<file path="config.mk">
export PLATFORM = sky130hd
export DESIGN_NAME = video_test_pattern_generator
export DESIGN_NICKNAME = d
export VERILOG_FILES = /design/src/rtl/core/vtpg_pkg.sv /design/src/rtl/core/video_test_pattern_generator.sv
export SDC_FILE = /design/constraint.sdc
export NUM_CORES = 2
export LEC_CHECK = 0
export ABC_CLOCK_PERIOD_IN_PS = 25600
export BUFFER_PORTS_ARGS = -buffer_cell sky130_fd_sc_hd__buf_2
export CAP_MARGIN = 0
export CORE_MARGIN = 4
export CORE_UTILIZATION = 50
export DETAILED_ROUTE_END_ITERATION = 16
export PLACE_DENSITY_LB_ADDON = 0.08
export SETUP_SLACK_MARGIN = 0.3
export SYNTH_ARGS = -nofsm -noshare
export SYNTH_HDL_FRONTEND = slang
export SYNTH_SLANG_ARGS = --single-unit
</file>
<file path="constraint.sdc">
create_clock -name clk -period 25.6 [get_ports clk]
set_input_delay 2.56 -clock clk [delete_from_list [all_inputs] [get_ports clk]]
set_output_delay 2.56 -clock clk [all_outputs]
set_load 0.02 [all_outputs]
</file>
<file path="src/rtl/core/vtpg_pkg.sv">
`default_nettype none

package vtpg_pkg;

  localparam int COORD_LIMIT  = 4096;
  localparam int LABEL_LIMIT  = 20;
  localparam int COUNTER_BITS = 12;
  localparam int CNT_N        = (COUNTER_BITS < 16) ? COUNTER_BITS : 16;
  localparam int DIV_STEPS    = 8;
  localparam int BAR_STEPS    = 3;

  localparam logic [2:0] REG_FRAME_WIDTH  = 3'd0;
  localparam logic [2:0] REG_FRAME_HEIGHT = 3'd1;
  localparam logic [2:0] REG_PATTERN_MODE = 3'd2;
  localparam logic [2:0] REG_PIXEL_FORMAT = 3'd3;
  localparam logic [2:0] REG_LABEL_COUNT  = 3'd4;
  localparam logic [2:0] REG_FRAME_INDEX  = 3'd5;

  localparam logic [2:0] MODE_FLAT   = 3'd0;
  localparam logic [2:0] MODE_GRAD   = 3'd1;
  localparam logic [2:0] MODE_BARS   = 3'd2;
  localparam logic [2:0] MODE_DETAIL = 3'd3;
  localparam logic [2:0] MODE_MARKER = 3'd4;

  localparam logic FMT_RGB888 = 1'b0;
  localparam logic FMT_RGB565 = 1'b1;

  localparam logic [23:0] FLAT_RGB    = {8'd64, 8'd96, 8'd160};
  localparam logic [23:0] TALLY_RGB   = {8'd0, 8'd255, 8'd255};
  localparam logic [23:0] MAGENTA_RGB = {8'd255, 8'd0, 8'd255};
  localparam logic [23:0] RED_RGB     = {8'd255, 8'd0, 8'd0};

  // {r,g,b}
  function automatic logic [23:0] bar_colour(input logic [2:0] idx);
    logic [23:0] c;
    case (idx)
      3'd0:    c = {8'd255, 8'd255, 8'd255};
      3'd1:    c = {8'd255, 8'd255, 8'd0};
      3'd2:    c = {8'd0, 8'd255, 8'd255};
      3'd3:    c = {8'd0, 8'd255, 8'd0};
      3'd4:    c = {8'd255, 8'd0, 8'd255};
      3'd5:    c = {8'd255, 8'd0, 8'd0};
      3'd6:    c = {8'd0, 8'd0, 8'd255};
      default: c = {8'd0, 8'd0, 8'd0};
    endcase
    return c;
  endfunction

  typedef struct packed {
    logic        valid;
    logic [11:0] x;
    logic [11:0] y;
  } cap_t;

  typedef struct packed {
    logic        valid;
    logic        in_frame;
    logic [19:0] rrem;
    logic [19:0] grem;
    logic [7:0]  rq;
    logic [7:0]  gq;
    logic [14:0] brem;
    logic [2:0]  bq;
    logic [7:0]  dr;
    logic [7:0]  dg;
    logic [7:0]  db;
    logic        bar_hit;
    logic        cnt_hit;
    logic        tally_hit;
  } pix_t;

endpackage

`default_nettype wire

</file>
<file path="src/rtl/core/video_test_pattern_generator.sv">
// Test pattern generator: one pixel coordinate in, that pixel's framebuffer
// bytes out.
// Pixel channel: pix_valid/pix_stall with pixel_x, pixel_y. Result channel:
// rgb_valid/rgb_stall with byte0..byte2 and byte_count. A word moves at a
// clock edge where valid is high and stall is low.
// Config channel: cfg_valid/cfg_ready with cfg_index and cfg_data; write only
// while no pixel is in flight. cfg_ready is always high.
// Throughput: one pixel per cycle while pix_stall is low. A pixel passes the
// capture register, which loads on the accepting edge, then decode, the
// 8-step gradient divider pipeline (one quotient bit per stage) and the
// output register.
// After reset and after every config write, pix_stall is high while the
// moving-bar position is worked out by a bit-serial modulo unit (a load
// state, then 21 quotient steps).
// Reset restores the default registers (720x480, flat, RGB888) and empties
// the pipeline. When the receiver stalls, the whole pipeline holds and
// pix_stall rises the same cycle; no word is lost or repeated.
`default_nettype none

module video_test_pattern_generator (
  input  wire logic        clk,
  input  wire logic        rst,
  input  wire logic        pix_valid,
  output logic             pix_stall,
  input  wire logic [11:0] pixel_x,
  input  wire logic [11:0] pixel_y,
  output logic             rgb_valid,
  input  wire logic        rgb_stall,
  output logic [7:0]       byte0,
  output logic [7:0]       byte1,
  output logic [7:0]       byte2,
  output logic [1:0]       byte_count,
  input  wire logic        cfg_valid,
  output logic             cfg_ready,
  input  wire logic [2:0]  cfg_index,
  input  wire logic [15:0] cfg_data
);
  import vtpg_pkg::*;

  localparam logic [1:0] ST_IDLE = 2'd0;
  localparam logic [1:0] ST_LOAD = 2'd1;
  localparam logic [1:0] ST_MOD  = 2'd2;

  logic [12:0] frame_width;
  logic [12:0] frame_height;
  logic [2:0]  pattern_mode;
  logic        pixel_format;
  logic [4:0]  label_count;
  logic [15:0] frame_index;

  logic [1:0]  state;
  logic [12:0] weff, heff;
  logic [11:0] wm1, hm1;
  logic        wide, tall;
  logic [4:0]  barw;
  logic [12:0] bar_mod;
  logic [20:0] mod_num;
  logic [12:0] mod_rem;
  logic [4:0]  mod_idx;
  logic [12:0] bx;
  logic signed [13:0] cnt_ylo;
  logic [12:0] cnt_yhi;
  logic [6:0]  lbl_cnt;

  logic [12:0] weff_next, heff_next;
  logic        wide_next, tall_next;
  logic [4:0]  barw_next;
  logic [13:0] rem_sh;
  logic [12:0] mod_rem_next;

  logic        en;
  logic        accept;
  cap_t        cap;
  pix_t        pipe [DIV_STEPS+1];
  pix_t        pipe_next [DIV_STEPS];
  pix_t        first_next;
  logic [7:0]  r, g, b;
  logic [15:0] v565;

  assign cfg_ready = 1'b1;
  assign en        = !(rgb_valid && rgb_stall);
  assign pix_stall = (state != ST_IDLE) || !en;
  assign accept    = pix_valid && !pix_stall;

  // derived geometry and the next modulo remainder
  always_comb begin
    if (frame_width < 13'd32) begin
      weff_next = 13'd32;
    end else if (14'(frame_width) > 14'(COORD_LIMIT)) begin
      weff_next = 13'(COORD_LIMIT);
    end else begin
      weff_next = frame_width;
    end
    if (frame_height < 13'd16) begin
      heff_next = 13'd16;
    end else if (14'(frame_height) > 14'(COORD_LIMIT)) begin
      heff_next = 13'(COORD_LIMIT);
    end else begin
      heff_next = frame_height;
    end
    wide_next = weff_next >= 13'd600;
    tall_next = heff_next >= 13'd240;
    barw_next = wide_next ? 5'd16 : 5'd8;
    rem_sh    = {mod_rem, mod_num[mod_idx]};
    if (rem_sh >= {1'b0, bar_mod}) begin
      mod_rem_next = 13'(rem_sh - {1'b0, bar_mod});
    end else begin
      mod_rem_next = rem_sh[12:0];
    end
  end

  always_ff @(posedge clk) begin
    if (rst) begin
      frame_width  <= 13'd720;
      frame_height <= 13'd480;
      pattern_mode <= MODE_FLAT;
      pixel_format <= FMT_RGB888;
      label_count  <= 5'd0;
      frame_index  <= 16'd0;
      state        <= ST_LOAD;
    end else if (cfg_valid) begin
      state <= ST_LOAD;
      unique case (cfg_index)
        REG_FRAME_WIDTH:  frame_width  <= cfg_data[12:0];
        REG_FRAME_HEIGHT: frame_height <= cfg_data[12:0];
        REG_PATTERN_MODE: pattern_mode <= cfg_data[2:0];
        REG_PIXEL_FORMAT: pixel_format <= cfg_data[0];
        REG_LABEL_COUNT:  label_count  <= cfg_data[4:0];
        REG_FRAME_INDEX:  frame_index  <= cfg_data;
        default: ;
      endcase
    end else begin
      unique case (state)
        ST_LOAD: begin
          weff    <= weff_next;
          heff    <= heff_next;
          wm1     <= 12'(weff_next - 13'd1);
          hm1     <= 12'(heff_next - 13'd1);
          wide    <= wide_next;
          tall    <= tall_next;
          barw    <= barw_next;
          bar_mod <= weff_next - 13'(barw_next);
          mod_num <= 21'(frame_index) * 21'(barw_next + 5'd4);
          mod_rem <= 13'd0;
          mod_idx <= 5'd20;
          cnt_ylo <= $signed({1'b0, heff_next}) - (tall_next ? 14'sd40 : 14'sd24);
          cnt_yhi <= heff_next - 13'd8;
          lbl_cnt <= (7'(label_count) > 7'(LABEL_LIMIT)) ? 7'(LABEL_LIMIT)
                                                         : 7'(label_count);
          state   <= ST_MOD;
        end
        ST_MOD: begin
          mod_rem <= mod_rem_next;
          if (mod_idx == 5'd0) begin
            bx    <= mod_rem_next;
            state <= ST_IDLE;
          end else begin
            mod_idx <= mod_idx - 5'd1;
          end
        end
        default: ;
      endcase
    end
  end

  // decode stage: products, detail colours, overlay hits
  always_comb begin
    logic [13:0] x14, y14, lo;
    logic [7:0]  xl, yl;
    logic        y_cnt, y_tally;
    x14 = 14'(cap.x);
    y14 = 14'(cap.y);
    xl  = cap.x[7:0];
    yl  = cap.y[7:0];
    first_next.valid    = cap.valid;
    first_next.in_frame = (x14 < 14'(weff)) && (y14 < 14'(heff));
    first_next.rrem     = 20'({cap.x, 8'd0}) - 20'(cap.x);
    first_next.grem     = 20'({cap.y, 8'd0}) - 20'(cap.y);
    first_next.rq       = 8'd0;
    first_next.gq       = 8'd0;
    first_next.brem     = {cap.x, 3'd0};
    first_next.bq       = 3'd0;
    first_next.dr       = 8'(xl * 8'd7 + yl * 8'd3);
    first_next.dg       = 8'(xl * 8'd3 + yl * 8'd7);
    first_next.db       = 8'((xl ^ yl) * 8'd5);
    first_next.bar_hit  = (x14 >= 14'(bx)) && (x14 < 14'(bx) + 14'(barw));
    y_cnt = ($signed(y14) >= cnt_ylo) && (y14 < 14'(cnt_yhi));
    first_next.cnt_hit = 1'b0;
    for (int i = 0; i < CNT_N; i++) begin
      lo = wide ? 14'(8 + i * 40) : 14'(8 + i * 22);
      if (frame_index[i] && y_cnt && x14 >= lo &&
          x14 < lo + (wide ? 14'd32 : 14'd16)) begin
        first_next.cnt_hit = 1'b1;
      end
    end
    y_tally = (y14 >= 14'd6) && (y14 < (tall ? 14'd32 : 14'd18));
    first_next.tally_hit = 1'b0;
    for (int n = 0; n < LABEL_LIMIT; n++) begin
      lo = tall ? 14'(6 + n * 34) : 14'(6 + n * 20);
      if ((7'(n) < lbl_cnt) && y_tally && x14 >= lo &&
          x14 < lo + (tall ? 14'd26 : 14'd12)) begin
        first_next.tally_hit = 1'b1;
      end
    end
  end

  // restoring divider, one quotient bit per stage
  always_comb begin
    logic [19:0] rsh, gsh;
    logic [14:0] bsh;
    for (int i = 0; i < DIV_STEPS; i++) begin
      pipe_next[i] = pipe[i];
      rsh = 20'(wm1) << (DIV_STEPS - 1 - i);
      gsh = 20'(hm1) << (DIV_STEPS - 1 - i);
      if (pipe[i].rrem >= rsh) begin
        pipe_next[i].rrem = pipe[i].rrem - rsh;
        pipe_next[i].rq[DIV_STEPS-1-i] = 1'b1;
      end
      if (pipe[i].grem >= gsh) begin
        pipe_next[i].grem = pipe[i].grem - gsh;
        pipe_next[i].gq[DIV_STEPS-1-i] = 1'b1;
      end
    end
    for (int i = 0; i < BAR_STEPS; i++) begin
      bsh = 15'(weff) << (BAR_STEPS - 1 - i);
      if (pipe[i].brem >= bsh) begin
        pipe_next[i].brem = pipe[i].brem - bsh;
        pipe_next[i].bq[BAR_STEPS-1-i] = 1'b1;
      end
    end
  end

  // final colour
  always_comb begin
    logic [23:0] c;
    c = 24'd0;
    case (pattern_mode) inside
      MODE_FLAT:              c = FLAT_RGB;
      MODE_GRAD, MODE_MARKER: c = {pipe[DIV_STEPS].rq, pipe[DIV_STEPS].gq,
                                   (pattern_mode == MODE_MARKER) ? 8'd64 : 8'd128};
      MODE_BARS:              c = bar_colour(pipe[DIV_STEPS].bq);
      MODE_DETAIL:            c = {pipe[DIV_STEPS].dr, pipe[DIV_STEPS].dg,
                                   pipe[DIV_STEPS].db};
      default:                c = 24'd0;
    endcase
    if (pattern_mode == MODE_MARKER) begin
      if (pipe[DIV_STEPS].bar_hit) begin
        c = MAGENTA_RGB;
      end
      if (pipe[DIV_STEPS].cnt_hit) begin
        c = RED_RGB;
      end
    end
    if (pipe[DIV_STEPS].tally_hit) begin
      c = TALLY_RGB;
    end
    if (!pipe[DIV_STEPS].in_frame) begin
      c = 24'd0;
    end
    r    = c[23:16];
    g    = c[15:8];
    b    = c[7:0];
    v565 = {r[7:3], g[7:2], b[7:3]};
  end

  always_ff @(posedge clk) begin
    if (rst) begin
      cap.valid <= 1'b0;
      for (int i = 0; i <= DIV_STEPS; i++) begin
        pipe[i].valid <= 1'b0;
      end
      rgb_valid <= 1'b0;
    end else if (en) begin
      cap.valid <= accept;
      cap.x     <= pixel_x;
      cap.y     <= pixel_y;
      pipe[0]   <= first_next;
      for (int i = 0; i < DIV_STEPS; i++) begin
        pipe[i+1] <= pipe_next[i];
      end
      rgb_valid <= pipe[DIV_STEPS].valid;
      if (pixel_format == FMT_RGB888) begin
        byte0      <= b;
        byte1      <= g;
        byte2      <= r;
        byte_count <= 2'd3;
      end else begin
        byte0      <= v565[7:0];
        byte1      <= v565[15:8];
        byte2      <= 8'd0;
        byte_count <= 2'd2;
      end
    end
  end

endmodule

`default_nettype wire
</file>
; Word level (Yosys, flattened, before mapping)
; Memories as Yosys holds them, arrays and structs flattened.
; Index checks and enable logic that the tools add are counted.
[totals]
ff_bits = 261
n_memories = 1
mem_bits_rw = 927
inputBits = 48
out_inout_bits = 29
elab_cells = 525
[memory_table]
columns = memory, words, width, rd, rd_clocked_by_memory_dff, wr, line
row1 = pipe, 9, 103, 9, 0, 9, video_test_pattern_generator.sv:74  ; pix_t pipe [DIV_STEPS+1];
[classes]
n_lt_le_gt_ge = 120
n_eq_ne = 19
bitwise = 14
n_addsub = 64
mux = 144
n_mul = 6
reduce_logical = 125
[ops]
columns = operator, n
row1 = < comparator 12 x 14 -> 1 bit, 31
row2 = two-way mux 20 bit, 16
row3 = two-way mux 24 bit, 9
row4 = case mux 24 bit (7 select lines), 1
row5 = adder 9 x 14 -> 14 bit, 11
row6 = greater-or-equal comparator 12 x 9 -> 1 bit, 12
row7 = adder 8 x 14 -> 14 bit, 8
row8 = logical AND 1 bit, 102
row9 = greater-or-equal comparator 12 x 8 -> 1 bit, 8
row10 = two-way mux 9 bit, 10
row11 = two-way mux 8 bit, 11
row12 = subtractor 20 x 12 -> 20 bit, 4
row13 = two-way mux 1 bit, 66
row14 = two-way mux 13 bit, 5
row15 = greater-or-equal comparator 12 x 10 -> 1 bit, 5
row16 = adder 10 x 14 -> 14 bit, 4
row17 = "< comparator 4 x 7 -> 1 bit, first input constant", 8
row18 = two-way mux 10 bit, 5
row19 = adder 7 x 14 -> 14 bit, 3
row20 = greater-or-equal comparator 20 x 12 -> 1 bit, 2
row21 = greater-or-equal comparator 20 x 13 -> 1 bit, 2
row22 = greater-or-equal comparator 20 x 14 -> 1 bit, 2
row23 = greater-or-equal comparator 20 x 15 -> 1 bit, 2
row24 = greater-or-equal comparator 20 x 16 -> 1 bit, 2
row25 = 84 further kinds, 163

; Logic depth before layout (Yosys ltp)
[logic_depth]
word_depth = 26
mapped_depth = 22

; Worst setup path after synthesis
; OpenSTA, ideal clock, no wires.
[synth_timing]
path_kind = input-to-reg
from = input rgb_stall
to = memory pipe[0][132] (netlist name) (data pin)
t_arrival_ps = 24349
path_buffers = 3
slack_ps = 961
stages = 7
cell_sequence = nand2_1 -> nand2b_1 -> clkbuf_1 -> clkinv_1 -> clkbuf_1 -> clkbuf_1 -> and2_1
[synth_rtl]
columns = item, line
row1 = from (decl), video_test_pattern_generator.sv:28  ; input wire logic rgb_stall,
row2 = to (decl), video_test_pattern_generator.sv:74

==> results.yml <==
clock_tree:
  clk_pin_slew_worst_paths_ns: 0.06
  clock_latency_ns: 0.69
  clk_path_buf_depth: 3
  cts.sinks: 927
  cts_buffers: 101
  cts_setup_buffers: 0
  cts_hold_buf: 0
  htree_levels: 3
  cts_tree: "built"
  root_buffer: "clkbuf_16"
  cts_resized: 0
pwr:
  finalPower_mw: 4.18
  p_leak_nw: 24.8
  power_density_nw_per_um2: 68.1
  vdd_ir_drop_max_mv: 0.0479
critical_path:
  crit_slowest_cell: "buf_4"
  cp.arrival_ns: 7.51
  cp-end-kind: "flop"
  r2r_slack_ns: 19.82
  required_ns: 26.13
  crit_fanout: 179
  slowest_delay_ns: 0.93
  crit_path_cell_trace: "buf_2 -> buf_4 -> nand2b_4 -> inv_8 -> buf_4 -> buf_4 -> buf_4 -> nand2_1 -> o22ai_1"
  cp_common_cell: "buf_4"
  path_class: "primary input to flop"
  start_kind: "primary input"
timing:
  clock_skew_ns: 0.0219
  worst_pin_slew_ns: 1.30
  finalMaxSlewViolations: 0
  post-route-period-util: 0.273
  fmax_ghz: 0.143
  rsz0062_at_grt: "no"
  setup_tns_ns: 0
  slew-limit-headroom: 0.126
  finalWorstPathRequiredPeriod_ns: 6.98
  setup_violations: 0
  final_hold_viol_count: 0
synth:
  syn_avg_cell_area_sq_um: 10.6
  synth_edf_count: 872
  synth_warnings: 0
  synth.distinct_cells: 97
  async_reset_ff_frac: 0
  ys_ff_latch: 927
  syn_inst: 5285
  synth_top_flop_cell: "edfxtp_1"
  ys_seq_area_frac: 0.487
  syn_area_sq_um: 56000
global_routing:
  grt_max_degree: 203
  grt_pass1_wl_um: 198000
  grt_antenna_before_repair: 0
  track_usage: 0.211
  grt.overflow.total: 0
  first_global_vias: 36500
detailed_routing:
  via_per_inst: 5.49
  drcViolationCount: 0
  drt-wirelength-per-cell_um: 18.1
  drtPass1Iterations: 6
  drt-initial-drc-count: 2376
  detail-route-antenna-nets: 0
  vias: 37900
  wl_um: 125000
finish:
  nNetsFinal: 5871
  multi_input_area_sq_um: 26900
  area_growth_pct: 9.56
  regArea_sq_um: 27300
  final-instance-count-excl-fill: 6899
  drive_above_1_share: 0.0677
  fillers: 9708
floorplanning:
  die_x_um: 343
  core_area_sq_um: 111000
  die_h_um: 343
  fp-row-count: 122
  die-area_sq_um: 117000
  initial_core_util: 0.505
  io_pins: 77
place:
  gp_congestion: 0.926
  placed_cells: 6708
  numPortBuffers: 74
  hpwl_um: 91800
hold_path:
  hold_class: "flop to flop"
run:
  maxCapViolCount: 0
run_status:
  outcome: "finished clean"
-- synth_stat cells, types with 13 or more instances --
cell type  instances  area [sq um]
nand3b_1          17           128
fa_1              68          1360
xor2_1            81           709
and2_1           385          2410
nor2b_1           92           576
buf_1             17          63.8
nand2_1          353          1330
o41ai_1           13           114
a21o_1            75           563
a31oi_1           49           307
nand4b_1          13           114
ha_1             432          5410
mux2i_1           90           901
o211ai_1          19           143
o21ai_0          171           856
dfxtp_1           55          1100
or2_2             21           131
nor4_1            42           263
nand4_1           45           282
o21bai_1          27           203
or3_1             36           225
o2111ai_1         14           123
inv_1            298          1120
a21oi_1          385          1930
xnor2_1          202          1770
o21a_1            54           405
clkbuf_1         159           597
and3_1            24           150
a211oi_1          61           458
o31ai_1           32           240
nor2_1           554          2080
a21boi_0          20           150
nand2b_1          71           444
nand3_1           83           415
o22ai_1           27           169
nor3_1           105           526
edfxtp_1         872         26200
-- report_power, final --
group / total [mW] / internal (mW) / switching [mW]
Clock: 1.50 / 0.883 / 0.615
Sequential: 1.87 / 1.81 / 0.0630
Combinational: 0.807 / 0.340 / 0.467
-- cell usage in the layout, fill, tap and decap left out, types with 90 or more instances in the layout --
cell	n
inv_1	298
clkbuf_16	101
and2_1	384
mux2i_1	90
a21oi_1	385
edfxtp_1	872
nor3_1	104
nor2b_1	92
xnor2_1	202
ha_1	432
nand2_1	353
o21ai_0	171
nor2_1	554
-- kinds of logic (layout without fill, tap and decap cells) --
family	Yosys count	in the layout	synth area share
XOR/XNOR	283	283	0.0442
AND/OR/NAND/NOR	1909	1909	0.173
AO/OA/AOI/OAI	1062	1062	0.121
adder cells (fa/ha/maj)	502	502	0.121
buffers and inverters	493	607	0.0339
flip-flops	927	927	0.487
multiplexers	107	107	0.0203
other	2	14	0.000134
-- layer usage --
metal,GRT usage,vias to the layer above,routed length (um)
li1,-,19100,-
met1,0.287,17800,57500
met2,0.352,744,59100
met3,0.0260,207,4820
met4,0.0703,0,3600
met5,0,-,0
-- sequential cells by signal (all words and copies together) (netlist names), 9 cells and up --
register and flops:
bar_mod 10, bx 13, cap 25, cnt_yhi 9
cnt_ylo 11, frame_height 13, frame_index 16, frame_width 13
heff 13, hm1 12, mod_num 19, mod_rem 13
pipe 685, weff 13, wm1 12
-- final cells by class --
cell class / instances / area share
well taps: 1488 / 0.0303
clock buffers: 127 / 0.0431
repair buffers: 118 / 0.0116
inverters: 299 / 0.0184
diodes: 1 / 0.0000408
clock inverters: 63 / 0.0132
multi-input cells: 3876 / 0.439
flip-flops and latches: 927 / 0.445
-- worst max-delay path, delay by kind of cell --
| kind | cells | cell delay, ns |
|---|---|---|
| AO/OA/AOI/OAI | 1 | 0.21 |
| AND/OR/NAND/NOR | 2 | 0.75 |
| buffers and inverters | 6 | 3.82 |
-- path summary, 6_finish.rpt --
kind	from	endpoint	depth (start not counted)
worst min register to register	frame_index[13]	frame_index[13]	2
worst max register to register	frame_width[6]	mod_num[19]	20
worst min-delay path	frame_index[13]	frame_index[13]	2
worst max-delay path	rst	pipe[3][92]	9
-- through the flow --
step / setup WS (ns) / utilization / instance area (sq um) / hold WS [ns]
after detailed placement: 17.82 / 0.522 / 57900 / 0.452
after CTS: 18.55 / 0.553 / 61400 / 0.460
after global placement: 17.94 / 0.522 / 57900 / 0.445
final: 18.62 / 0.553 / 61400 / 0.454
after global routing: 18.07 / 0.553 / 61400 / 0.481
after floorplan: 0.961 / - / 56100 / 0.430
Power figures use the tool's default switching activity.
